==> src/rtl/cpu8ex_pkg.sv <==
`default_nettype none

package cpu8ex_pkg;

   // Command codes carried on the request channel.
   typedef enum logic [4:0] {
      CMD_ADC     = 5'd0,
      CMD_SBC     = 5'd1,
      CMD_AND     = 5'd2,
      CMD_ASL_ACC = 5'd3,
      CMD_ASL_MEM = 5'd4,
      CMD_BIT     = 5'd5,
      CMD_BCC     = 5'd6,
      CMD_BCS     = 5'd7,
      CMD_BEQ     = 5'd8,
      CMD_BNE     = 5'd9,
      CMD_BMI     = 5'd10,
      CMD_BPL     = 5'd11,
      CMD_BVC     = 5'd12,
      CMD_BVS     = 5'd13,
      CMD_CLC     = 5'd14,
      CMD_CLD     = 5'd15,
      CMD_CLI     = 5'd16,
      CMD_CLV     = 5'd17,
      CMD_TAX     = 5'd18,
      CMD_TAY     = 5'd19,
      CMD_TSX     = 5'd20,
      CMD_TXA     = 5'd21,
      CMD_TXS     = 5'd22,
      CMD_TYA     = 5'd23,
      CMD_NOP     = 5'd24
   } cmd_type;

   // Bit positions in the status byte.
   localparam int unsigned FLAG_C = 0;
   localparam int unsigned FLAG_Z = 1;
   localparam int unsigned FLAG_I = 2;
   localparam int unsigned FLAG_D = 3;
   localparam int unsigned FLAG_V = 6;
   localparam int unsigned FLAG_N = 7;

   // Branch penalties.
   localparam logic [1:0] EXTRA_NONE  = 2'd0;
   localparam logic [1:0] EXTRA_TAKEN = 2'd1;
   localparam logic [1:0] EXTRA_PAGE  = 2'd2;

   // Architectural register file of the execute stage.
   typedef struct packed {
      logic [7:0] acc;
      logic [7:0] x;
      logic [7:0] y;
      logic [7:0] sp;
      logic [7:0] flags;
   } arch_state_type;

   // Payload of one request transaction.
   typedef struct packed {
      logic [4:0]        command;
      logic [7:0]        operand;
      logic [15:0]       prog_counter;
      logic signed [7:0] displacement;
   } req_data_type;

   // Payload of one response transaction.
   typedef struct packed {
      logic [7:0]  acc_out;
      logic [7:0]  x_out;
      logic [7:0]  y_out;
      logic [7:0]  sp_out;
      logic [7:0]  status_out;
      logic [7:0]  write_data;
      logic        write_enable;
      logic [15:0] next_pc;
      logic [1:0]  extra_cycles;
      logic        may_extend;
   } rsp_data_type;

endpackage

`default_nettype wire

==> src/rtl/cpu8ex_channels.sv <==
`default_nettype none

// Request channel: one decoded instruction per transaction.
interface cpu8ex_req_if;
   logic              valid;
   logic              ready;
   logic [4:0]        command;
   logic [7:0]        operand;
   logic [15:0]       prog_counter;
   logic signed [7:0] displacement;

   modport source (output valid, command, operand, prog_counter, displacement,
                   input ready);
   modport sink (input valid, command, operand, prog_counter, displacement,
                 output ready);
endinterface

// Response channel: register file and branch outcome per transaction.
interface cpu8ex_rsp_if;
   logic        valid;
   logic        ready;
   logic [7:0]  acc_out;
   logic [7:0]  x_out;
   logic [7:0]  y_out;
   logic [7:0]  sp_out;
   logic [7:0]  status_out;
   logic [7:0]  write_data;
   logic        write_enable;
   logic [15:0] next_pc;
   logic [1:0]  extra_cycles;
   logic        may_extend;

   modport source (output valid, acc_out, x_out, y_out, sp_out, status_out,
                   write_data, write_enable, next_pc, extra_cycles, may_extend,
                   input ready);
   modport sink (input valid, acc_out, x_out, y_out, sp_out, status_out,
                 write_data, write_enable, next_pc, extra_cycles, may_extend,
                 output ready);
endinterface

`default_nettype wire

==> src/rtl/cpu8ex_alu.sv <==
`default_nettype none

module cpu8ex_alu import cpu8ex_pkg::*; (
   input  arch_state_type state,
   input  req_data_type   req,
   output arch_state_type next_state,
   output rsp_data_type   result
);

   cmd_type     cmd;
   logic [7:0]  addend;
   logic [8:0]  sum;
   logic [7:0]  shifted;
   logic [15:0] target;
   logic        taken;

   assign cmd = cmd_type'(req.command);

   // Shared adder: SBC adds the ones' complement of the operand.
   assign addend = (cmd == CMD_SBC) ? ~req.operand : req.operand;
   assign sum    = {1'b0, state.acc} + {1'b0, addend} + {8'd0, state.flags[FLAG_C]};

   // Shift source is the accumulator or the memory operand.
   assign shifted = (cmd == CMD_ASL_MEM) ? {req.operand[6:0], 1'b0}
                                         : {state.acc[6:0], 1'b0};

   // Branch target wraps modulo 64K.
   assign target = req.prog_counter + {{8{req.displacement[7]}}, req.displacement};

   // Branch condition test.
   always_comb begin
      case (cmd)
         CMD_BCC: taken = !state.flags[FLAG_C];
         CMD_BCS: taken =  state.flags[FLAG_C];
         CMD_BEQ: taken =  state.flags[FLAG_Z];
         CMD_BNE: taken = !state.flags[FLAG_Z];
         CMD_BMI: taken =  state.flags[FLAG_N];
         CMD_BPL: taken = !state.flags[FLAG_N];
         CMD_BVC: taken = !state.flags[FLAG_V];
         CMD_BVS: taken =  state.flags[FLAG_V];
         default: taken = 1'b0;
      endcase
   end

   // Register and flag update for each command.
   always_comb begin
      next_state          = state;
      result.write_data   = 8'd0;
      result.write_enable = 1'b0;
      result.next_pc      = req.prog_counter;
      result.extra_cycles = EXTRA_NONE;
      result.may_extend   = 1'b0;

      case (cmd)
         CMD_ADC, CMD_SBC: begin
            next_state.acc           = sum[7:0];
            next_state.flags[FLAG_C] = sum[8];
            next_state.flags[FLAG_V] = ~(state.acc[7] ^ addend[7]) & (state.acc[7] ^ sum[7]);
            next_state.flags[FLAG_Z] = (sum[7:0] == 8'd0);
            next_state.flags[FLAG_N] = sum[7];
            result.may_extend        = 1'b1;
         end
         CMD_AND: begin
            next_state.acc           = state.acc & req.operand;
            next_state.flags[FLAG_Z] = ((state.acc & req.operand) == 8'd0);
            next_state.flags[FLAG_N] = state.acc[7] & req.operand[7];
            result.may_extend        = 1'b1;
         end
         CMD_ASL_ACC: begin
            next_state.acc           = shifted;
            next_state.flags[FLAG_C] = state.acc[7];
            next_state.flags[FLAG_Z] = (shifted == 8'd0);
            next_state.flags[FLAG_N] = shifted[7];
         end
         CMD_ASL_MEM: begin
            next_state.flags[FLAG_C] = req.operand[7];
            next_state.flags[FLAG_Z] = (shifted == 8'd0);
            next_state.flags[FLAG_N] = shifted[7];
            result.write_data        = shifted;
            result.write_enable      = 1'b1;
         end
         CMD_BIT: begin
            next_state.flags[FLAG_Z] = ((state.acc & req.operand) == 8'd0);
            next_state.flags[FLAG_N] = req.operand[7];
            next_state.flags[FLAG_V] = req.operand[6];
         end
         CMD_BCC, CMD_BCS, CMD_BEQ, CMD_BNE, CMD_BMI, CMD_BPL, CMD_BVC, CMD_BVS: begin
            if (taken) begin
               result.next_pc      = target;
               result.extra_cycles = (target[15:8] != req.prog_counter[15:8]) ? EXTRA_PAGE
                                                                              : EXTRA_TAKEN;
            end
         end
         CMD_CLC: next_state.flags[FLAG_C] = 1'b0;
         CMD_CLD: next_state.flags[FLAG_D] = 1'b0;
         CMD_CLI: next_state.flags[FLAG_I] = 1'b0;
         CMD_CLV: next_state.flags[FLAG_V] = 1'b0;
         CMD_TAX: begin
            next_state.x             = state.acc;
            next_state.flags[FLAG_Z] = (state.acc == 8'd0);
            next_state.flags[FLAG_N] = state.acc[7];
         end
         CMD_TAY: begin
            next_state.y             = state.acc;
            next_state.flags[FLAG_Z] = (state.acc == 8'd0);
            next_state.flags[FLAG_N] = state.acc[7];
         end
         CMD_TSX: begin
            next_state.x             = state.sp;
            next_state.flags[FLAG_Z] = (state.sp == 8'd0);
            next_state.flags[FLAG_N] = state.sp[7];
         end
         CMD_TXA: begin
            next_state.acc           = state.x;
            next_state.flags[FLAG_Z] = (state.x == 8'd0);
            next_state.flags[FLAG_N] = state.x[7];
         end
         CMD_TXS: next_state.sp = state.x;
         CMD_TYA: begin
            next_state.acc           = state.y;
            next_state.flags[FLAG_Z] = (state.y == 8'd0);
            next_state.flags[FLAG_N] = state.y[7];
         end
         default: ;
      endcase

      result.acc_out    = next_state.acc;
      result.x_out      = next_state.x;
      result.y_out      = next_state.y;
      result.sp_out     = next_state.sp;
      result.status_out = next_state.flags;
   end

endmodule

`default_nettype wire

==> src/rtl/cpu8_execute_unit.sv <==
// Execute stage of an 8-bit accumulator processor with A, X, Y, SP and P.
// req_chan carries one decoded instruction per transaction: command code,
// operand byte, program counter past the instruction and branch offset.
// rsp_chan returns, per instruction, the register file after execution,
// the write-back byte for a memory shift, the next program counter and the
// branch cycle penalty.
// A transaction is captured in an input register; once the output register is
// free or drained, the combinational ALU result moves into the output register
// and the register file is updated. One instruction per cycle is sustained
// while rsp_chan does not stall, set by the one-stage ALU and flag logic
// between the two registers.
// When rsp_chan stalls, the output register holds its transaction and the
// input register can still take one more; req_chan.ready drops only when
// both are full and the response is not being taken.
// Synchronous reset clears both stages and sets A, X, Y, SP and all flags
// to zero.
`default_nettype none

module cpu8_execute_unit import cpu8ex_pkg::*; (
   input  logic         clock,
   input  logic         reset,
   cpu8ex_req_if.sink   req_chan,
   cpu8ex_rsp_if.source rsp_chan
);

   logic           in_valid_ff;
   req_data_type   in_data_ff;
   logic           rsp_valid_ff;
   rsp_data_type   rsp_data_ff;
   arch_state_type arch_ff;
   arch_state_type arch_in;
   rsp_data_type   rsp_data_in;
   logic           advance;

   // The input stage moves forward when the output register is free or drained.
   assign advance        = in_valid_ff && (!rsp_valid_ff || rsp_chan.ready);
   assign req_chan.ready = !in_valid_ff || advance;

   // Input register.
   always_ff @(posedge clock) begin
      if (reset) begin
         in_valid_ff <= 1'b0;
      end else if (req_chan.ready) begin
         in_valid_ff <= req_chan.valid;
      end
      if (req_chan.valid && req_chan.ready) begin
         in_data_ff.command      <= req_chan.command;
         in_data_ff.operand      <= req_chan.operand;
         in_data_ff.prog_counter <= req_chan.prog_counter;
         in_data_ff.displacement <= req_chan.displacement;
      end
   end

   // Execute logic.
   cpu8ex_alu u_alu (
      .state      (arch_ff),
      .req        (in_data_ff),
      .next_state (arch_in),
      .result     (rsp_data_in)
   );

   // Register file and output register update together.
   always_ff @(posedge clock) begin
      if (reset) begin
         arch_ff      <= '0;
         rsp_valid_ff <= 1'b0;
      end else begin
         if (advance) begin
            arch_ff      <= arch_in;
            rsp_valid_ff <= 1'b1;
         end else if (rsp_chan.ready) begin
            rsp_valid_ff <= 1'b0;
         end
      end
      if (advance) begin
         rsp_data_ff <= rsp_data_in;
      end
   end

   // Response channel outputs.
   assign rsp_chan.valid        = rsp_valid_ff;
   assign rsp_chan.acc_out      = rsp_data_ff.acc_out;
   assign rsp_chan.x_out        = rsp_data_ff.x_out;
   assign rsp_chan.y_out        = rsp_data_ff.y_out;
   assign rsp_chan.sp_out       = rsp_data_ff.sp_out;
   assign rsp_chan.status_out   = rsp_data_ff.status_out;
   assign rsp_chan.write_data   = rsp_data_ff.write_data;
   assign rsp_chan.write_enable = rsp_data_ff.write_enable;
   assign rsp_chan.next_pc      = rsp_data_ff.next_pc;
   assign rsp_chan.extra_cycles = rsp_data_ff.extra_cycles;
   assign rsp_chan.may_extend   = rsp_data_ff.may_extend;

   // An executed instruction always shows up on the response channel next cycle.
   a_advance_to_rsp: assert property (@(posedge clock) disable iff (reset)
      advance |=> rsp_chan.valid)
      else $error("executed instruction did not reach the response register");

   // The register file changes only when an instruction executes.
   a_state_stable: assert property (@(posedge clock) disable iff (reset)
      !advance |=> $stable(arch_ff))
      else $error("register file changed without an executed instruction");

   // A memory shift leaves A, X and SP untouched.
   a_asl_mem_regs: assert property (@(posedge clock) disable iff (reset)
      (advance && cmd_type'(in_data_ff.command) == CMD_ASL_MEM)
      |=> (arch_ff.acc == $past(arch_ff.acc)) && (arch_ff.x == $past(arch_ff.x))
          && (arch_ff.sp == $past(arch_ff.sp)))
      else $error("memory shift modified a register");

   // The branch penalty stays within its defined codes, and a memory write carries no branch penalty.
   a_extra_range: assert property (@(posedge clock) disable iff (reset)
      rsp_chan.valid |-> (rsp_chan.extra_cycles != 2'd3)
                         && !(rsp_chan.write_enable && rsp_chan.extra_cycles != EXTRA_NONE))
      else $error("inconsistent branch penalty on response");

endmodule

`default_nettype wire
==> src/flat_wrapper.sv <==
// flat-port wrapper written by rule: the top's interface ports become plain ports
module cpu8_execute_unit_flat import cpu8ex_pkg::*;
  (clock, reset, req_chan_valid, req_chan_command, req_chan_operand, req_chan_prog_counter, req_chan_displacement, req_chan_ready, rsp_chan_valid, rsp_chan_acc_out, rsp_chan_x_out, rsp_chan_y_out, rsp_chan_sp_out, rsp_chan_status_out, rsp_chan_write_data, rsp_chan_write_enable, rsp_chan_next_pc, rsp_chan_extra_cycles, rsp_chan_may_extend, rsp_chan_ready);
  cpu8ex_req_if req_chan_i ();
  cpu8ex_rsp_if rsp_chan_i ();
  input  logic clock;
  input  logic reset;
  input wire logic [$bits(req_chan_i.valid)-1:0] req_chan_valid;
  input wire logic [$bits(req_chan_i.command)-1:0] req_chan_command;
  input wire logic [$bits(req_chan_i.operand)-1:0] req_chan_operand;
  input wire logic [$bits(req_chan_i.prog_counter)-1:0] req_chan_prog_counter;
  input wire logic [$bits(req_chan_i.displacement)-1:0] req_chan_displacement;
  output wire logic [$bits(req_chan_i.ready)-1:0] req_chan_ready;
  output wire logic [$bits(rsp_chan_i.valid)-1:0] rsp_chan_valid;
  output wire logic [$bits(rsp_chan_i.acc_out)-1:0] rsp_chan_acc_out;
  output wire logic [$bits(rsp_chan_i.x_out)-1:0] rsp_chan_x_out;
  output wire logic [$bits(rsp_chan_i.y_out)-1:0] rsp_chan_y_out;
  output wire logic [$bits(rsp_chan_i.sp_out)-1:0] rsp_chan_sp_out;
  output wire logic [$bits(rsp_chan_i.status_out)-1:0] rsp_chan_status_out;
  output wire logic [$bits(rsp_chan_i.write_data)-1:0] rsp_chan_write_data;
  output wire logic [$bits(rsp_chan_i.write_enable)-1:0] rsp_chan_write_enable;
  output wire logic [$bits(rsp_chan_i.next_pc)-1:0] rsp_chan_next_pc;
  output wire logic [$bits(rsp_chan_i.extra_cycles)-1:0] rsp_chan_extra_cycles;
  output wire logic [$bits(rsp_chan_i.may_extend)-1:0] rsp_chan_may_extend;
  input wire logic [$bits(rsp_chan_i.ready)-1:0] rsp_chan_ready;
  assign req_chan_i.valid = req_chan_valid;
  assign req_chan_i.command = req_chan_command;
  assign req_chan_i.operand = req_chan_operand;
  assign req_chan_i.prog_counter = req_chan_prog_counter;
  assign req_chan_i.displacement = req_chan_displacement;
  assign req_chan_ready = req_chan_i.ready;
  assign rsp_chan_valid = rsp_chan_i.valid;
  assign rsp_chan_acc_out = rsp_chan_i.acc_out;
  assign rsp_chan_x_out = rsp_chan_i.x_out;
  assign rsp_chan_y_out = rsp_chan_i.y_out;
  assign rsp_chan_sp_out = rsp_chan_i.sp_out;
  assign rsp_chan_status_out = rsp_chan_i.status_out;
  assign rsp_chan_write_data = rsp_chan_i.write_data;
  assign rsp_chan_write_enable = rsp_chan_i.write_enable;
  assign rsp_chan_next_pc = rsp_chan_i.next_pc;
  assign rsp_chan_extra_cycles = rsp_chan_i.extra_cycles;
  assign rsp_chan_may_extend = rsp_chan_i.may_extend;
  assign rsp_chan_i.ready = rsp_chan_ready;
  cpu8_execute_unit u_core (.clock(clock), .reset(reset), .req_chan(req_chan_i), .rsp_chan(rsp_chan_i));
endmodule
==> config.mk <==
export PLATFORM = sky130hd
export DESIGN_NAME = cpu8_execute_unit_flat
export DESIGN_NICKNAME = d
export VERILOG_FILES = /design/src/rtl/cpu8ex_pkg.sv /design/src/rtl/cpu8ex_channels.sv /design/src/rtl/cpu8ex_alu.sv /design/src/rtl/cpu8_execute_unit.sv /design/src/flat_wrapper.sv
export SDC_FILE = /design/constraint.sdc
export NUM_CORES = 1
export LEC_CHECK = 0
export BUFFER_PORTS_ARGS = -buffer_cell sky130_fd_sc_hd__buf_2
export CAP_MARGIN = 20
export CORE_UTILIZATION = 35
export DETAILED_ROUTE_END_ITERATION = 10
export SLEW_MARGIN = 20
export SYNTH_ARGS = -nofsm -noshare
export SYNTH_HDL_FRONTEND = slang
export SYNTH_SLANG_ARGS = --single-unit
==> constraint.sdc <==
create_clock -name clock -period 7.9 [get_ports clock]
set_input_delay 0.79 -clock clock [delete_from_list [all_inputs] [get_ports clock]]
set_output_delay 0.79 -clock clock [all_outputs]
set_load 0.01 [all_outputs]
; ---- Word-level counts from Yosys, hierarchy flattened
; Cells that the tools add are included.
[totals]
register_bits = 143
latchBits = 0
ramBits = 0
romBits = 0
input_bits = 41
word_cells = 101
n_memories = 0
[classes]
n_addsub = 3
mul = 0
div = 0
n_lt_le_gt_ge = 0
n_eq_ne = 24
n_shift = 0
n_mux = 20
bitwise_logic = 7
n_reduce_logical = 26
[op_table]
columns = cell, count
row1 = zero test 8 bit, 7
row2 = "equality test 5 x 4 -> 1 bit, second input constant", 8
row3 = "equality test 5 bit, second input constant", 8
row4 = case mux 8 bit (5 select lines), 1
row5 = 2-to-1 mux 18 bit, 2
row6 = 2-to-1 mux 8 bit, 4
row7 = "equality test 5 x 3 -> 1 bit, second input constant", 4
row8 = adder 16 bit, 1
row9 = case mux 1 bit (8 select lines), 2
row10 = case mux 8 bit (2 select lines), 1
row11 = "equality test 5 x 2 -> 1 bit, second input constant", 2
row12 = adder 8 x 8 -> 9 bit, 1
row13 = adder 9 x 1 -> 9 bit, 1
row14 = AND 8 bit, 1
row15 = inequality test 8 bit, 1
row16 = inverter 8 bit, 1
row17 = OR reduction 2 bit, 4
row18 = OR reduction 8 bit, 1
row19 = case mux 1 bit (7 select lines), 1
row20 = zero test 1 bit, 6
row21 = 2-to-1 mux 1 bit, 6
row22 = "equality test 5 x 1 -> 1 bit, second input constant", 1
row23 = zero test 5 bit, 1
row24 = case mux 1 bit (4 select lines), 1
row25 = other kinds (10), 14

; ---- Longest topological paths before layout
[depth]
word_depth = 7
depth_mapped = 15

; ---- Hierarchy
; Synthesis repeated with hierarchy kept, for this count alone.
[unflattened]
cells_unflattened = 713
area_unflattened_um2 = 8219.1
[by_module_without_submodules]
columns = mod, n_inst, cells_per_inst, area_each_um2, seq_area_each_um2
row1 = cpu8_execute_unit, 1, 289, 5068.6, 3993.8
row2 = cpu8ex_alu, 1, 424, 3150.5, 0.0

; ---- Worst setup path before layout
; No wires, ideal clock.
[synth_path]
path_type = flip-flop to flip-flop
from = reg u_core.in_data_ff[34] in the netlist's numbering
to = reg u_core.rsp_data_ff, in the netlist u_core.rsp_chan.status_out[0] (data pin)
setup_time_ns = 0.266
arrival_ns = 3.481
required_time_ns = 7.634
slack_ns = 4.152
path_stages_with_launch = 15
path_buffers = 1
cell_sequence = edfxtp_1 > or2_4 > nor3_2 > buf_4 > nand2_1 > xnor2_1 > fa_1 > fa_1 > a21o_1 > a21oi_1 > o21a_1 > nor2_1 > o21a_1 > o21ai_0 > a21oi_1
[synth_rtl]
columns = item, line_no
row1 = start: declaration, cpu8_execute_unit.sv:27  ; req_data_type in_data_ff;
row2 = end signal: assignment, cpu8_execute_unit.sv:76  ; rsp_data_ff <= rsp_data_in;
row3 = end: declaration, cpu8_execute_unit.sv:29  ; rsp_data_type rsp_data_ff;

==> flow_summary.ini <==
[floorplan]
rows = 52
num_io_pins = 111
initial_core_util_pct = 36.1
core_area_mm2 = 0.0204
die_h_um = 147
dieWidth_um = 147
die_area_mm2 = 0.0216

[timing]
fin_crit_sh_pct = 60.9
period_needed_ns = 4.81
finalHoldViolCount = 0
tns_ns = 0
tightest_slew_ns = 0.935
slew_viol_final = 0
rsz0062_at_grt = false
worst_clock_skew_ns = 0.0133
slew_headroom_pct = 37.6
max_freq_mhz = 208
setup_viol = 0

[synthesis]
synth_cells = 662
synth_xor_area_share_pct = 5.08
yosys.area_share.simple_pct = 15.4
ys_types = 78
synthArstFlopShare_pct = 0
synth.avg_cell_area_um2 = 11.1
synth_top_family_by_area = simple AND/OR/NAND/NOR gates
synth_compound_area_share_pct = 14.9
yosysSeqAreaShare_pct = 52.4
synthMuxAreaShare_pct = 4.38
synth_edf_count = 102
synth_warnings = 0
synth_ff_type = edfxtp_1
syn-cell-area_mm2 = 0.00737
synthAdderAreaFrac_pct = 4.72
synth.ff_latch_count = 142

[global_routing]
grt_pass1_wl_mm = 28.1
grt_overflow = 0
grt_max_degree = 57
grt_pass1_vias = 5052
antenna_found_initial = 0
track_usage_pct = 17.0

[routing]
finalWirelength_mm = 18.0
num_vias = 5421
drt_pre_antenna_iters = 7
drtIter0Drc = 549
via_per_inst = 5.20
antenna_left = 0
wl_per_cell_um = 17.3
drc = 0

[layout]
multi_input_area_mm2 = 0.00329
nNetsFinal = 827
areaGrowthSynthToFinish_pct = 17.6
final_cell_mix = buf_2 (107), edfxtp_1 (102), nand2_1 (93), a21oi_1 (58), nor2_1 (41)
fin_util_pct = 42.4
final_cells = 1043
fill_cells = 1997
mostFrequentLayoutCell = buf_2
regArea_mm2 = 0.00386
antenna_cells = 0
drive_above_1_share_pct = 23.7

[job]
maxCapViolCount = 0

[critical_path]
r2r_cells = 13
crit_path_end = u_core.rsp_chan.status_out[1]
rrSetupSlack_ns = 3.09
rr_endpoint = u_core.rsp_chan.status_out[1]
arrival_ns = 5.10
crit_path_end_kind = flop
crit_path_start = u_core.in_data_ff[34]
crit_type = flop to flop
r2r_start = u_core.in_data_ff[34]
critPathLaunchType = flop
required_ns = 8.19
worstPathMaxFanout = 16

[power]
p_leak_nw = 3.33
powerDensity_mw_per_mm2 = 213
peakVddDrop_mv = 0.126

[clocking]
cts_buffer_depth = 2
post_cts_buffers = 0
htree_num_levels = 4
cts_made_buffers = 17
cts_tree = built
ctsHoldBuffers = 0
clock_sinks = 142
cts_resized = 0
clkTransAtPathRegs_ns = 0.06
clkLatencyLatePin_ns = 0.42
clockRootBuffer = clkbuf_16

[min_path]
hold_class = flop to flop

[placed_design]
dpl.hpwl_mm = 12.5
io_buffers = 107
dp_cells = 1011
gp_congestion = 0.827

[run_status]
status = completed
-- cell usage after synthesis (all sizes together), types with 4 or more instances --
cell type    n  share of area [%]
o21ai       19                1.3
nand2       93                4.7
a31oi        5               0.51
a32oi        4               0.48
nor3        11                1.1
a22o        10                1.2
edfxtp     102                 42
a211oi       5               0.71
o211ai       5               0.58
ha          23                3.9
mux2        26                4.0
nand2b       8               0.82
nor3b        7               0.87
dfxtp       40                 11
xor2        17                2.0
a221o        4               0.54
and2        12                1.0
inv          9               0.46
o21a         5               0.51
nand4        8               0.68
nand3        9               0.68
a311oi       6               0.71
nor2b        4               0.34
xnor2       18                2.1
nor4        11                1.1
nor2        46                2.6
a21oi       61                4.4
a21o        15                1.5
buf         20                1.7
clkbuf      16               0.82
-- routing by layer --
metal  track usage [%]  vias to the layer above  routed length, µm
met2              25.5                      139               8220
li1                  -                     2652                  -
met5                 0                        -                  0
met4              5.62                        0                236
met3              3.17                       16                748
met1              24.5                     2614               8840
-- worst min path at each step --
stage | start | to | slack [ns] | cells after the start
after detailed placement | u_core.arch_ff[3] | u_core.arch_ff[3] | 0.46 | 1
after global placement | u_core.arch_ff[3] | u_core.arch_ff[3] | 0.46 | 1
after CTS | u_core.arch_ff[3] | u_core.arch_ff[3] | 0.47 | 1
final | u_core.arch_ff[3] | u_core.arch_ff[3] | 0.47 | 1
after floorplan | u_core.arch_ff[3] | u_core.arch_ff[3] | 0.45 | 1
after global routing | u_core.arch_ff[3] | u_core.arch_ff[3] | 0.49 | 1
-- flip-flops by register name, summed over array words and instances, names as in the netlist --
signal	flops
u_core.in_valid_ff	1
u_core.rsp_chan.next_pc	16
u_core.rsp_chan.write_data	7
u_core.arch_ff	38
u_core.rsp_chan.x_out	8
u_core.rsp_chan.y_out	8
u_core.rsp_chan.valid	1
u_core.rsp_chan.extra_cycles	2
u_core.rsp_chan.acc_out	8
u_core.in_data_ff	37
u_core.rsp_chan.sp_out	8
u_core.rsp_chan.write_enable	1
u_core.rsp_chan.may_extend	1
u_core.rsp_chan.status_out	6
-- area by class of cell --
type / instances / area share [%]
Sequential cell: 142 / 44.6
Timing Repair Buffer: 113 / 6.70
Clock buffer: 18 / 4.95
Inverter: 9 / 0.404
Tap cell: 270 / 3.90
Clock inverter: 14 / 1.46
Multi-Input combinational cell: 477 / 38.0
-- stage by stage --
| step | setup WS (ns) | cell area, µm² | hold slack [ns] | power (mW) |
|---|---|---|---|---|
| finish | 3.09 | 8660 | 0.468 | 1.85 |
| global route | 2.75 | 8660 | 0.489 | 1.92 |
| CTS | 3.14 | 8660 | 0.470 | 1.87 |
| detailed placement | 3.15 | 8110 | 0.462 | 1.10 |
| global placement | 3.28 | 8110 | 0.458 | 1.10 |
| floorplan | 4.15 | 7370 | 0.451 | 1.03 |
-- critical path, stage by stage (launching register included) --
cell and delay [ns]:
edfxtp_1 0.64, or2_4 0.38, nor3_2 0.60, nand2_1 0.46
xnor2_1 0.26, fa_1 0.48, fa_1 0.44, a21o_1 0.19
a21oi_1 0.28, xnor2_1 0.13, nor3_1 0.22, o221ai_1 0.19
o211ai_1 0.26, o21a_1 0.15
-- cells by family (layout without fill, tap and decap cells) --
| logic type | after synthesis | in the layout |
|---|---|---|
| flops | 142 | 142 |
| fa+ha+maj | 26 | 26 |
| mux | 29 | 29 |
| compound gates | 159 | 159 |
| buf+inv | 45 | 154 |
| xor+xnor | 38 | 38 |
| other cells | 1 | 3 |
| simple gates | 222 | 222 |
-- power by group --
part / internal [mW] / total (mW) / switching [mW]
combinational: 0.0913 / 0.223 / 0.131
sequential: 0.834 / 0.862 / 0.0274
clock: 0.457 / 0.761 / 0.304
Note: power is estimated with default switching activity, not from simulation.
